### src/design/fieq_pkg.sv
// shared types and constants for the filtered interrupt event queue
`timescale 1ns / 1ps
`default_nettype none

package fieq_pkg;

    // request codes
    localparam logic [1:0] REQ_ADD   = 2'd0;
    localparam logic [1:0] REQ_TAKE  = 2'd1;
    localparam logic [1:0] REQ_CLEAR = 2'd2;

    // configuration register indexes
    localparam logic [1:0] CFG_ENABLE_MASK     = 2'd0;
    localparam logic [1:0] CFG_LOW_ID          = 2'd1;
    localparam logic [1:0] CFG_HIGH_ID         = 2'd2;
    localparam logic [1:0] CFG_HANDLERS_ACTIVE = 2'd3;

    // number of interrupt sources with an enable bit
    localparam int unsigned SOURCE_COUNT = 64;

    // register widths
    localparam int unsigned MASK_W = 64;
    localparam int unsigned ID_W   = 8;
    localparam int unsigned RES_W  = 16;
    localparam int unsigned SEL_W  = 6;

    // reset value of the upper id window limit
    localparam logic [ID_W-1:0] HIGH_ID_RESET = 8'd63;

    // result status codes
    typedef enum logic [1:0] {
        STATUS_OK     = 2'd0,
        STATUS_RANGE  = 2'd1,
        STATUS_DENIED = 2'd2,
        STATUS_FULL   = 2'd3
    } status_t;

    // sequencer states
    typedef enum logic {
        S_IDLE,
        S_TAKE
    } state_t;

    // true when the source has its enable bit set
    function automatic logic source_enabled(input logic [ID_W-1:0] id,
                                            input logic [MASK_W-1:0] mask);
        logic in_count;
        in_count = ({24'd0, id} < SOURCE_COUNT) && (id < 8'd64);
        return in_count && mask[id[SEL_W-1:0]];
    endfunction

endpackage

`default_nettype wire

### src/design/filtered_interrupt_event_queue_top.sv
// Results: an add, a clear, or a take on an empty queue gives its result in the cycle after
// acceptance; a take that removes an entry goes through the registered ram read first.
// Throughput: one item per cycle while the result channel is not stalled; a take that
// removes an entry holds off new requests during the registered read of the slot ram.
// Reset: queue empty, indexes and fill count zero, configuration registers at their reset
// values; the slot ram is not cleared, as occupancy follows from the fill count.
`timescale 1ns / 1ps
`default_nettype none

module filtered_interrupt_event_queue_top
    import fieq_pkg::*;
#(
    parameter int unsigned QUEUE_LOG_DEPTH = 5
) (
    input  wire logic              aclk,
    input  wire logic              aresetn,
    // configuration
    input  wire logic              cfg_wr_en,
    input  wire logic [1:0]        cfg_index,
    input  wire logic [MASK_W-1:0] cfg_wdata,
    // request channel
    input  wire logic              s_valid,
    output logic                   s_ready,
    input  wire logic [1:0]        s_req_type,
    input  wire logic [ID_W-1:0]   s_source_id,
    input  wire logic [RES_W-1:0]  s_resource_number,
    // result channel
    output logic                   m_valid,
    input  wire logic              m_ready,
    output logic [1:0]             m_status,
    output logic                   m_took_valid,
    output logic [ID_W-1:0]        m_out_id,
    output logic [RES_W-1:0]       m_out_resource,
    output logic                   m_deliver,
    output logic                   m_more_pending
);

    localparam int unsigned QUEUE_DEPTH = 1 << QUEUE_LOG_DEPTH;
    localparam int unsigned CNT_W       = QUEUE_LOG_DEPTH + 1;
    localparam logic [CNT_W-1:0] FULL_COUNT = CNT_W'(QUEUE_DEPTH);
    localparam int unsigned SLOT_W      = ID_W + RES_W;

    // configuration registers
    logic [MASK_W-1:0] enable_mask_reg;
    logic [ID_W-1:0]   low_id_reg;
    logic [ID_W-1:0]   high_id_reg;
    logic              handlers_active_reg;

    // queue control
    state_t                     state_reg, state_next;
    logic [QUEUE_LOG_DEPTH-1:0] read_index_reg, read_index_next;
    logic [QUEUE_LOG_DEPTH-1:0] write_index_reg, write_index_next;
    logic [CNT_W-1:0]           count_reg, count_next;
    logic                       more_reg, more_next;

    // result register
    logic              out_valid_reg, out_valid_next;
    status_t           out_status_reg, out_status_next;
    logic              out_took_reg, out_took_next;
    logic [ID_W-1:0]   out_id_reg, out_id_next;
    logic [RES_W-1:0]  out_res_reg, out_res_next;
    logic              out_deliver_reg, out_deliver_next;
    logic              out_more_reg, out_more_next;

    // slot ram
    logic              ram_wr_en;
    logic [SLOT_W-1:0] ram_rd_data;
    logic [ID_W-1:0]   rd_id;
    logic [RES_W-1:0]  rd_res;

    logic accept;
    logic in_window;
    logic allowed;

    fieq_ram #(
        .WIDTH (SLOT_W),
        .DEPTH (QUEUE_DEPTH)
    ) u_slot_ram (
        .aclk    (aclk),
        .wr_en   (ram_wr_en),
        .wr_addr (write_index_reg),
        .wr_data ({s_source_id, s_resource_number}),
        .rd_addr (read_index_reg),
        .rd_data (ram_rd_data)
    );

    assign rd_id  = ram_rd_data[SLOT_W-1:RES_W];
    assign rd_res = ram_rd_data[RES_W-1:0];

    // handshake
    assign s_ready = (state_reg == S_IDLE) && (!out_valid_reg || m_ready);
    assign accept  = s_valid && s_ready;

    // add filters
    assign in_window = (s_source_id >= low_id_reg) && (s_source_id <= high_id_reg);
    assign allowed   = handlers_active_reg && source_enabled(s_source_id, enable_mask_reg);

    // configuration writes
    always_ff @(posedge aclk) begin
        if (!aresetn) begin
            enable_mask_reg     <= '0;
            low_id_reg          <= '0;
            high_id_reg         <= HIGH_ID_RESET;
            handlers_active_reg <= 1'b0;
        end else if (cfg_wr_en) begin
            unique case (cfg_index)
                CFG_ENABLE_MASK:     enable_mask_reg     <= cfg_wdata;
                CFG_LOW_ID:          low_id_reg          <= cfg_wdata[ID_W-1:0];
                CFG_HIGH_ID:         high_id_reg         <= cfg_wdata[ID_W-1:0];
                CFG_HANDLERS_ACTIVE: handlers_active_reg <= cfg_wdata[0];
            endcase
        end
    end

    // next state, queue updates and result
    always_comb begin
        state_next       = state_reg;
        read_index_next  = read_index_reg;
        write_index_next = write_index_reg;
        count_next       = count_reg;
        more_next        = more_reg;
        ram_wr_en        = 1'b0;

        out_valid_next   = out_valid_reg && !m_ready;
        out_status_next  = out_status_reg;
        out_took_next    = out_took_reg;
        out_id_next      = out_id_reg;
        out_res_next     = out_res_reg;
        out_deliver_next = out_deliver_reg;
        out_more_next    = out_more_reg;

        unique case (state_reg)
            S_IDLE: begin
                if (accept) begin
                    out_status_next  = STATUS_OK;
                    out_took_next    = 1'b0;
                    out_id_next      = '0;
                    out_res_next     = '0;
                    out_deliver_next = 1'b0;
                    out_more_next    = 1'b0;
                    out_valid_next   = 1'b1;
                    case (s_req_type)
                        REQ_ADD: begin
                            if (!in_window) begin
                                out_status_next = STATUS_RANGE;
                            end else if (!allowed) begin
                                out_status_next = STATUS_DENIED;
                            end else if (count_reg == FULL_COUNT) begin
                                out_status_next = STATUS_FULL;
                            end else begin
                                ram_wr_en        = 1'b1;
                                write_index_next = write_index_reg + 1'b1;
                                count_next       = count_reg + 1'b1;
                            end
                        end
                        REQ_TAKE: begin
                            // an entry waits: read it from the ram next cycle
                            if (count_reg != '0) begin
                                out_valid_next  = 1'b0;
                                read_index_next = read_index_reg + 1'b1;
                                count_next      = count_reg - 1'b1;
                                more_next       = (count_reg != CNT_W'(1));
                                state_next      = S_TAKE;
                            end
                        end
                        REQ_CLEAR: begin
                            read_index_next  = '0;
                            write_index_next = '0;
                            count_next       = '0;
                        end
                        default: begin
                        end
                    endcase
                end
            end
            S_TAKE: begin
                out_valid_next   = 1'b1;
                out_status_next  = STATUS_OK;
                out_took_next    = 1'b1;
                out_id_next      = rd_id;
                out_res_next     = rd_res;
                out_deliver_next = source_enabled(rd_id, enable_mask_reg);
                out_more_next    = more_reg;
                state_next       = S_IDLE;
            end
        endcase
    end

    // control registers
    always_ff @(posedge aclk) begin
        if (!aresetn) begin
            state_reg       <= S_IDLE;
            read_index_reg  <= '0;
            write_index_reg <= '0;
            count_reg       <= '0;
            out_valid_reg   <= 1'b0;
        end else begin
            state_reg       <= state_next;
            read_index_reg  <= read_index_next;
            write_index_reg <= write_index_next;
            count_reg       <= count_next;
            out_valid_reg   <= out_valid_next;
        end
    end

    // payload registers
    always_ff @(posedge aclk) begin
        more_reg        <= more_next;
        out_status_reg  <= out_status_next;
        out_took_reg    <= out_took_next;
        out_id_reg      <= out_id_next;
        out_res_reg     <= out_res_next;
        out_deliver_reg <= out_deliver_next;
        out_more_reg    <= out_more_next;
    end

    // result outputs
    assign m_valid        = out_valid_reg;
    assign m_status       = out_status_reg;
    assign m_took_valid   = out_took_reg;
    assign m_out_id       = out_id_reg;
    assign m_out_resource = out_res_reg;
    assign m_deliver      = out_deliver_reg;
    assign m_more_pending = out_more_reg;

endmodule

`default_nettype wire

### src/design/fieq_ram.sv
// generic simple dual-port ram with registered read data
`timescale 1ns / 1ps
`default_nettype none

module fieq_ram #(
    parameter int unsigned WIDTH = 24,
    parameter int unsigned DEPTH = 32
) (
    input  wire logic                     aclk,
    input  wire logic                     wr_en,
    input  wire logic [$clog2(DEPTH)-1:0] wr_addr,
    input  wire logic [WIDTH-1:0]         wr_data,
    input  wire logic [$clog2(DEPTH)-1:0] rd_addr,
    output logic      [WIDTH-1:0]         rd_data
);

    logic [WIDTH-1:0] mem [DEPTH];

    // write port and registered read port
    always_ff @(posedge aclk) begin
        if (wr_en) begin
            mem[wr_addr] <= wr_data;
        end
        rd_data <= mem[rd_addr];
    end

endmodule

`default_nettype wire
### config.mk
export PLATFORM = sky130hd
export DESIGN_NAME = filtered_interrupt_event_queue_top
export DESIGN_NICKNAME = d
export VERILOG_FILES = /design/src/design/fieq_pkg.sv /design/src/design/filtered_interrupt_event_queue_top.sv /design/src/design/fieq_ram.sv
export SDC_FILE = /design/constraint.sdc
export NUM_CORES = 1
export LEC_CHECK = 0
export BUFFER_PORTS_ARGS = -buffer_cell sky130_fd_sc_hd__buf_4
export CAP_MARGIN = 20
export CORE_AREA = 2 2 294 296
export CTS_BUF_LIST = sky130_fd_sc_hd__clkbuf_4 sky130_fd_sc_hd__clkbuf_8
export CTS_CLUSTER_DIAMETER = 150
export CTS_CLUSTER_SIZE = 30
export DETAILED_ROUTE_END_ITERATION = 10
export DIE_AREA = 0 0 296 298
export SLEW_MARGIN = 20
export SYNTH_ARGS = -nofsm -noshare
export SYNTH_HDL_FRONTEND = slang
export SYNTH_HIERARCHICAL = 1
export SYNTH_SLANG_ARGS = --single-unit
### constraint.sdc
create_clock -name aclk -period 5.84 [get_ports aclk]
set_input_delay 0.876 -clock aclk [delete_from_list [all_inputs] [get_ports aclk]]
set_output_delay 0.876 -clock aclk [all_outputs]
set_load 0.02 [all_outputs]
# Word level (Yosys, flattened, before mapping)
# Memory sizes are Yosys's and may differ from the RTL's. A register that Yosys moved wholly into a read port is not among the register bits.
# Index checks and enable logic that the tools add are counted.
[totals]
regBits = 129
inputBits = 97
mem_count = 1
word_cells = 113
out_inout_bits = 31
ram_bits = 768
[classes]
addsub = 4
mux = 45
n_reduce_logical = 26
order_cmp = 8
n_eq_ne = 12
n_bitwise = 1
[memory_table]
columns = ["memory", "depth", "word_bits", "rd", "rd_clocked_by_memory_dff", "wr", "line_no", "rtl"]
rows = [
  ["u_slot_ram.mem", 32, 24, 1, 1, 1, "fieq_ram.sv:17", "logic [WIDTH-1:0] mem [DEPTH];"],
]
[ops]
columns = ["operator", "n"]
rows = [
  ["$lt A8 B7 Y1 const B", 4],
  ["$pmux W16 S2", 1],
  ["$mux W6", 4],
  ["$mux W5", 4],
  ["$pmux W5 S2", 2],
  ["$pmux W6 S3", 1],
  ["$mux W1", 17],
  ["$mux W16", 1],
  ["$pmux W8 S2", 1],
  ["$lt A6 B7 Y1 const B", 2],
  ["$bmux W1 S6", 2],
  ["$add A5 B1 Y5 const B", 2],
  ["$mux W2", 5],
  ["$ne A2 B2 Y1 const B", 5],
  ["$pmux W1 S2", 5],
  ["$logic_and A1 B1 Y1", 9],
  ["$ge A8 B8 Y1", 1],
  ["$le A8 B8 Y1", 1],
  ["$mux W8", 1],
  ["$reduce_and A2 Y1", 4],
  ["$reduce_and A4 Y1", 2],
  ["$reduce_and A7 Y1", 1],
  ["$add A6 B1 Y6 const B", 1],
  ["$eq A2 B2 Y1 const B", 3],
  ["13 further kinds", 17],
]

# Depth between registers and ports, before layout
[logic_depth]
ltp_word = 11
ltp_mapped = 13
depth_no_buf = 10

# Hierarchy
# The synthesis kept the hierarchy.
[by_module_without_submodules]
columns = ["module", "area_each_um2", "cells_per_inst", "seq_area_each_um2", "instances"]
rows = [
  ["fieq_ram", 30480.5, 1711, 23542.6, 1],
  ["filtered_interrupt_event_queue_top", 6623.9, 689, 2882.8, 1],
]

# Least setup slack after synthesis
# OpenSTA, ideal clock, no wires.
[synth_path]
path_kind = "input to register"
from = "input s_source_id[1]"
to = "memory u_slot_ram.mem[28][0] (enable)"
setup_ps = 405
arrival_time_ps = 4416
t_required_ps = 5435
path_stages = 12
n_path_buf = 4
setup_slack_ps = 1019
cell_sequence = "buf_2 -> buf_2 -> a2111oi_0 -> nor4_1 -> o311ai_1 -> o31ai_4 -> buf_2 -> nand2_1 -> nor4_1 -> or3b_2 -> clkbuf_1 -> nor2_1"
[synth_between]
elab_chain_len = 11
word_cells_on_any_way = 17
classes_between = "4 x order compare; 9 x mux; 4 x reduce/logical"
[synth_rtl]
columns = ["item", "line_no", "rtl"]
rows = [
  ["from (decl)", "filtered_interrupt_event_queue_top.sv:25", "input wire logic [ID_W-1:0] s_source_id,"],
  ["$bmux W1 S6 or $lt A8 B7 Y1 (tied branches)", "fieq_pkg.sv:49, fieq_pkg.sv:48", ""],
  ["$mux W1 (implied by the code) or $logic_and A1 B1 Y1 (tied branches)", "fieq_pkg.sv:49, fieq_pkg.sv:48", ""],
  ["$logic_and A1 B1 Y1", "fieq_pkg.sv:49", "return in_count && mask[id[SEL_W-1:0]];"],
  ["$logic_and A1 B1 Y1", "filtered_interrupt_event_queue_top.sv:96", "assign allowed = handlers_active_reg && source_enabled(s_source_id, enable_mask_reg);"],
  ["$mux W1", "filtered_interrupt_event_queue_top.sv:146", "end else if (!allowed) begin"],
  ["$mux W1 (*)", "filtered_interrupt_event_queue_top.sv:144", "if (!in_window) begin"],
  ["$mux W1 (*)", "filtered_interrupt_event_queue_top.sv:142", "case (s_req_type)"],
  ["$mux W1 (*)", "filtered_interrupt_event_queue_top.sv:134", "if (accept) begin"],
  ["$mux W1 (*)", "filtered_interrupt_event_queue_top.sv:132", "unique case (state_reg)"],
  ["named net ram_wr_en", "filtered_interrupt_event_queue_top.sv:66", "logic ram_wr_en;"],
  ["$mux W1 (*)", "fieq_ram.sv:21", "if (wr_en) begin"],
  ["$mux W1 (implied by the code) (*)", "fieq_ram.sv:22", "mem[wr_addr] <= wr_data;"],
  ["to (decl)", "fieq_ram.sv:17", ""],
]
# Mark *: on every way through the listed nets, which the timed path passes. The rest lies on a longest branch. The select of a mux whose other input is x is not followed.

# Final worst setup path
[layout_path]
from = "input s_source_id[0]"
to = "memory u_slot_ram.mem[0][5] (enable)"
# Same word-level chain as after synthesis.

==> flow_summary.yaml <==
floorplanning:
  core_um2: 84900
  die_h_um: 298
  die-width_um: 296
  start_util: 0.437
  io_pins: 128
  num_rows: 107
  die_area_um2: 88200
cells_and_area:
  nets: 2609
  drive_above_1_share: 0.136
  synthToLayoutAreaGrowth_pct: 8.73
  finalInstanceArea_um2: 40300
  largest_reg_flops: 768
  final_core_util: 0.475
global_routing:
  antenna_found_initial: 2
  grt_pass1_wl_mm: 137
  grt_max_degree: 134
  overflow: 0
  grtUsageTotal: 0.208
  grt_pass1_vias: 20451
clock_tree:
  cts_root_buf: "clkbuf_8"
  clock_latency_ns: 0.71
  clock_sinks: 921
  cts_buffers: 36
  cts_resized: 0
  htree_num_levels: 2
  cts_hold_buf: 0
  clk_path_buf_depth: 3
  cts_tree: "yes"
  path_clk_slew_ns: 0.18
  post_cts_buffers: 0
setup_path:
  crit_path_top_delay_cell: "or3b_2"
  end_kind: "flop"
  path_cells: "buf_4, inv_2, and3_1, nor4_1, o311ai_1, o31ai_4, nand2_1, nor4_1, buf_4, or3b_2, nor2_2, buf_4"
  cp_top_family: "simple AND/OR/NAND/NOR gates"
  path_class: "in2reg"
  cp_data_required_time_ns: 6.23
  r2r_start: "enable_mask_reg[35]$_SDFFE_PN0P_"
  r2r-end: "u_slot_ram/mem[0][5]$_DFFE_PP_"
  worstSetupStartpointType: "input port"
  path_buf_inv: 4
  crit_path_frequent_cell: "buf_4"
  rrSetupSlack_ns: 1.95
  arrival_ns: 4.62
  cpPeakStageDelay_ns: 0.68
  crit_fanout: 41
  rr_worst_depth: 11
sta:
  setup_viol: 0
  max_freq_mhz: 236
  worst_pin_slew_ns: 1.16
  hold_viol_final: 0
  skew_ns: 0.0423
  fin_crit_sh: 0.724
  relSlewSlack: 0.217
  finalSetupTns_ns: 0
  rsz0062_at_grt: "no"
  slew_violations: 0
  period_needed_ns: 4.23
job:
  cap_violations: 0
place:
  hpwl_mm: 58.1
  port_buffers: 127
  place_congestion: 0.841
  dpl_cell_area_um2: 39600
yosys:
  ys_ff_latch: 921
  syn_inst: 2400
  avgSynthCellArea_um2: 15.5
  yosys-top-cells-count: "798 x edfxtp_1, 404 x mux2i_1, 243 x nand2_1"
  yosysSeqAreaShare: 0.712
  async_flop_share: 0
  yosys_warnings: 6
  synth_edf_count: 798
  synth_most_common_cell: "edfxtp_1"
  syn-num-nets: 2522
  yosysTopAreaCell: "edfxtp_1"
  synth_area_leaders: "edfxtp_1 65%, mux2i_1 11%, dfxtp_1 6.6%"
  synthDistinctLibCells: 60
  synthFlopType: "edfxtp_1"
  synth_area_um2: 37100
  synth_top_area_share: 0.646
drt:
  wirelength_mm: 92.7
  dr.pass1.iters: 6
  viasPerCell: 5.70
  dr_total_vias: 20864
  drc: 0
  drtIter0Drc: 2144
  detail_route.wl_per_cell_um: 25.3
  postRouteAntennaNets: 0
pwr:
  p_leak_uw: 0.0124
  total_power_uw: 10400
  powerDensity_nw_per_um2: 258
  ir_worst_vdd_uv: 168
hold_path:
  min_path_cells: 3
  min_from: "cfg_wdata[59]"
  min_to: "enable_mask_reg[59]$_SDFFE_PN0P_"
  hp-class: "in2reg"
status:
  outcome: "finished clean"
[tightest hold or removal path, stage by stage]
cell,delay [ns]
buf_4,0.11
nand2_1,0.05
a21oi_1,0.05
[cells in the final DEF, fill, tap and decap left out, types with 4 or more instances in the layout]
| master | Yosys | final |
|---|---|---|
| a31oi_1 | 28 | 28 |
| or3b_2 | 4 | 4 |
| nand3_1 | 91 | 91 |
| a211oi_1 | 4 | 4 |
| nor2b_1 | 8 | 6 |
| and3_1 | 5 | 5 |
| nand2_1 | 243 | 242 |
| a22oi_1 | 72 | 72 |
| inv_1 | 24 | 24 |
| nor2_2 | 1 | 16 |
| clkbuf_4 | 1 | 26 |
| dfxtp_1 | 123 | 121 |
| edfxtp_1 | 798 | 798 |
| a21o_1 | 4 | 4 |
| mux2i_1 | 404 | 404 |
| and2_1 | 28 | 27 |
| mux4_2 | 28 | 28 |
| nor4_1 | 6 | 6 |
| nand3b_1 | 6 | 6 |
| o21ai_0 | 4 | 4 |
| o211ai_1 | 11 | 11 |
| ha_1 | 25 | 25 |
| nor2_4 | 0 | 18 |
| nor3_1 | 30 | 30 |
| buf_4 | 14 | 171 |
| mux4_1 | 8 | 8 |
| a22o_1 | 48 | 48 |
| clkbuf_8 | 0 | 37 |
| a21oi_1 | 149 | 149 |
| nand4_1 | 8 | 8 |
| nor2_1 | 59 | 26 |
| buf_12 | 0 | 20 |
| diode_2 | 0 | 4 |
[logic make-up (layout without fill, tap and decap cells)]
family | Yosys count | count (layout) | share of synthesized area
flip-flops | 921 | 921 | 0.712
AND/OR/NAND/NOR | 501 | 501 | 0.0611
multiplexers | 440 | 440 | 0.132
AO/OA/AOI/OAI | 340 | 340 | 0.0609
buffers and inverters | 169 | 284 | 0.0249
adder cells (fa/ha/maj) | 25 | 25 | 0.00843
XOR/XNOR | 4 | 4 | 0.000944
other | 0 | 4 | 0
[report_power, final]
part | internal [uW] | switching, uW
clock | 778 | 1860
sequential | 7180 | 38.4
combinational | 192 | 380
total | 8150 | 2280
[worst max path at each step]
stage                   startpoint                              end  cells after the start
floorplan           s_source_id[1]  u_slot_ram/mem[28][0]$_DFFE_PP_                     12
global route        s_source_id[0]   u_slot_ram/mem[0][5]$_DFFE_PP_                     12
CTS                 s_source_id[0]   u_slot_ram/mem[0][2]$_DFFE_PP_                     12
finish              s_source_id[0]   u_slot_ram/mem[0][5]$_DFFE_PP_                     12
global placement    s_source_id[0]  u_slot_ram/mem[0][10]$_DFFE_PP_                     12
detailed placement  s_source_id[0]  u_slot_ram/mem[0][10]$_DFFE_PP_                     12
[per-stage QoR]
step | hold slack (ns) | worst slack, ns | cells
6_report | 0.398 | 1.61 | 3663
5_1_grt | 0.358 | 1.45 | 3661
4_1_cts | 0.343 | 1.63 | 3659
3_5_place_dp | 0.455 | 0.832 | 3593
3_3_place_gp | 0.450 | 0.833 | 3593
2_1_floorplan | 0.436 | 1.02 | 2400
[layout make-up]
class | instances | area [um2]
antenna | 4 | 10.0
clock buffer | 63 | 704
clock inverter | 3 | 26.3
fill | 7263 | 44500
inverter | 27 | 101
multi-input combinational | 1310 | 9960
sequential | 921 | 26400
tap | 1144 | 1430
timing repair buffer | 191 | 1680
[per-layer routing]
metal	up-vias	global-route usage	part of all wire
li1	9347	-	-
met1	10724	0.306	0.45
met2	705	0.336	0.48
met3	88	0.0217	0.055
met4	0	0.0428	0.019
met5	-	0	0
Note: power is estimated with default switching activity, not from simulation.
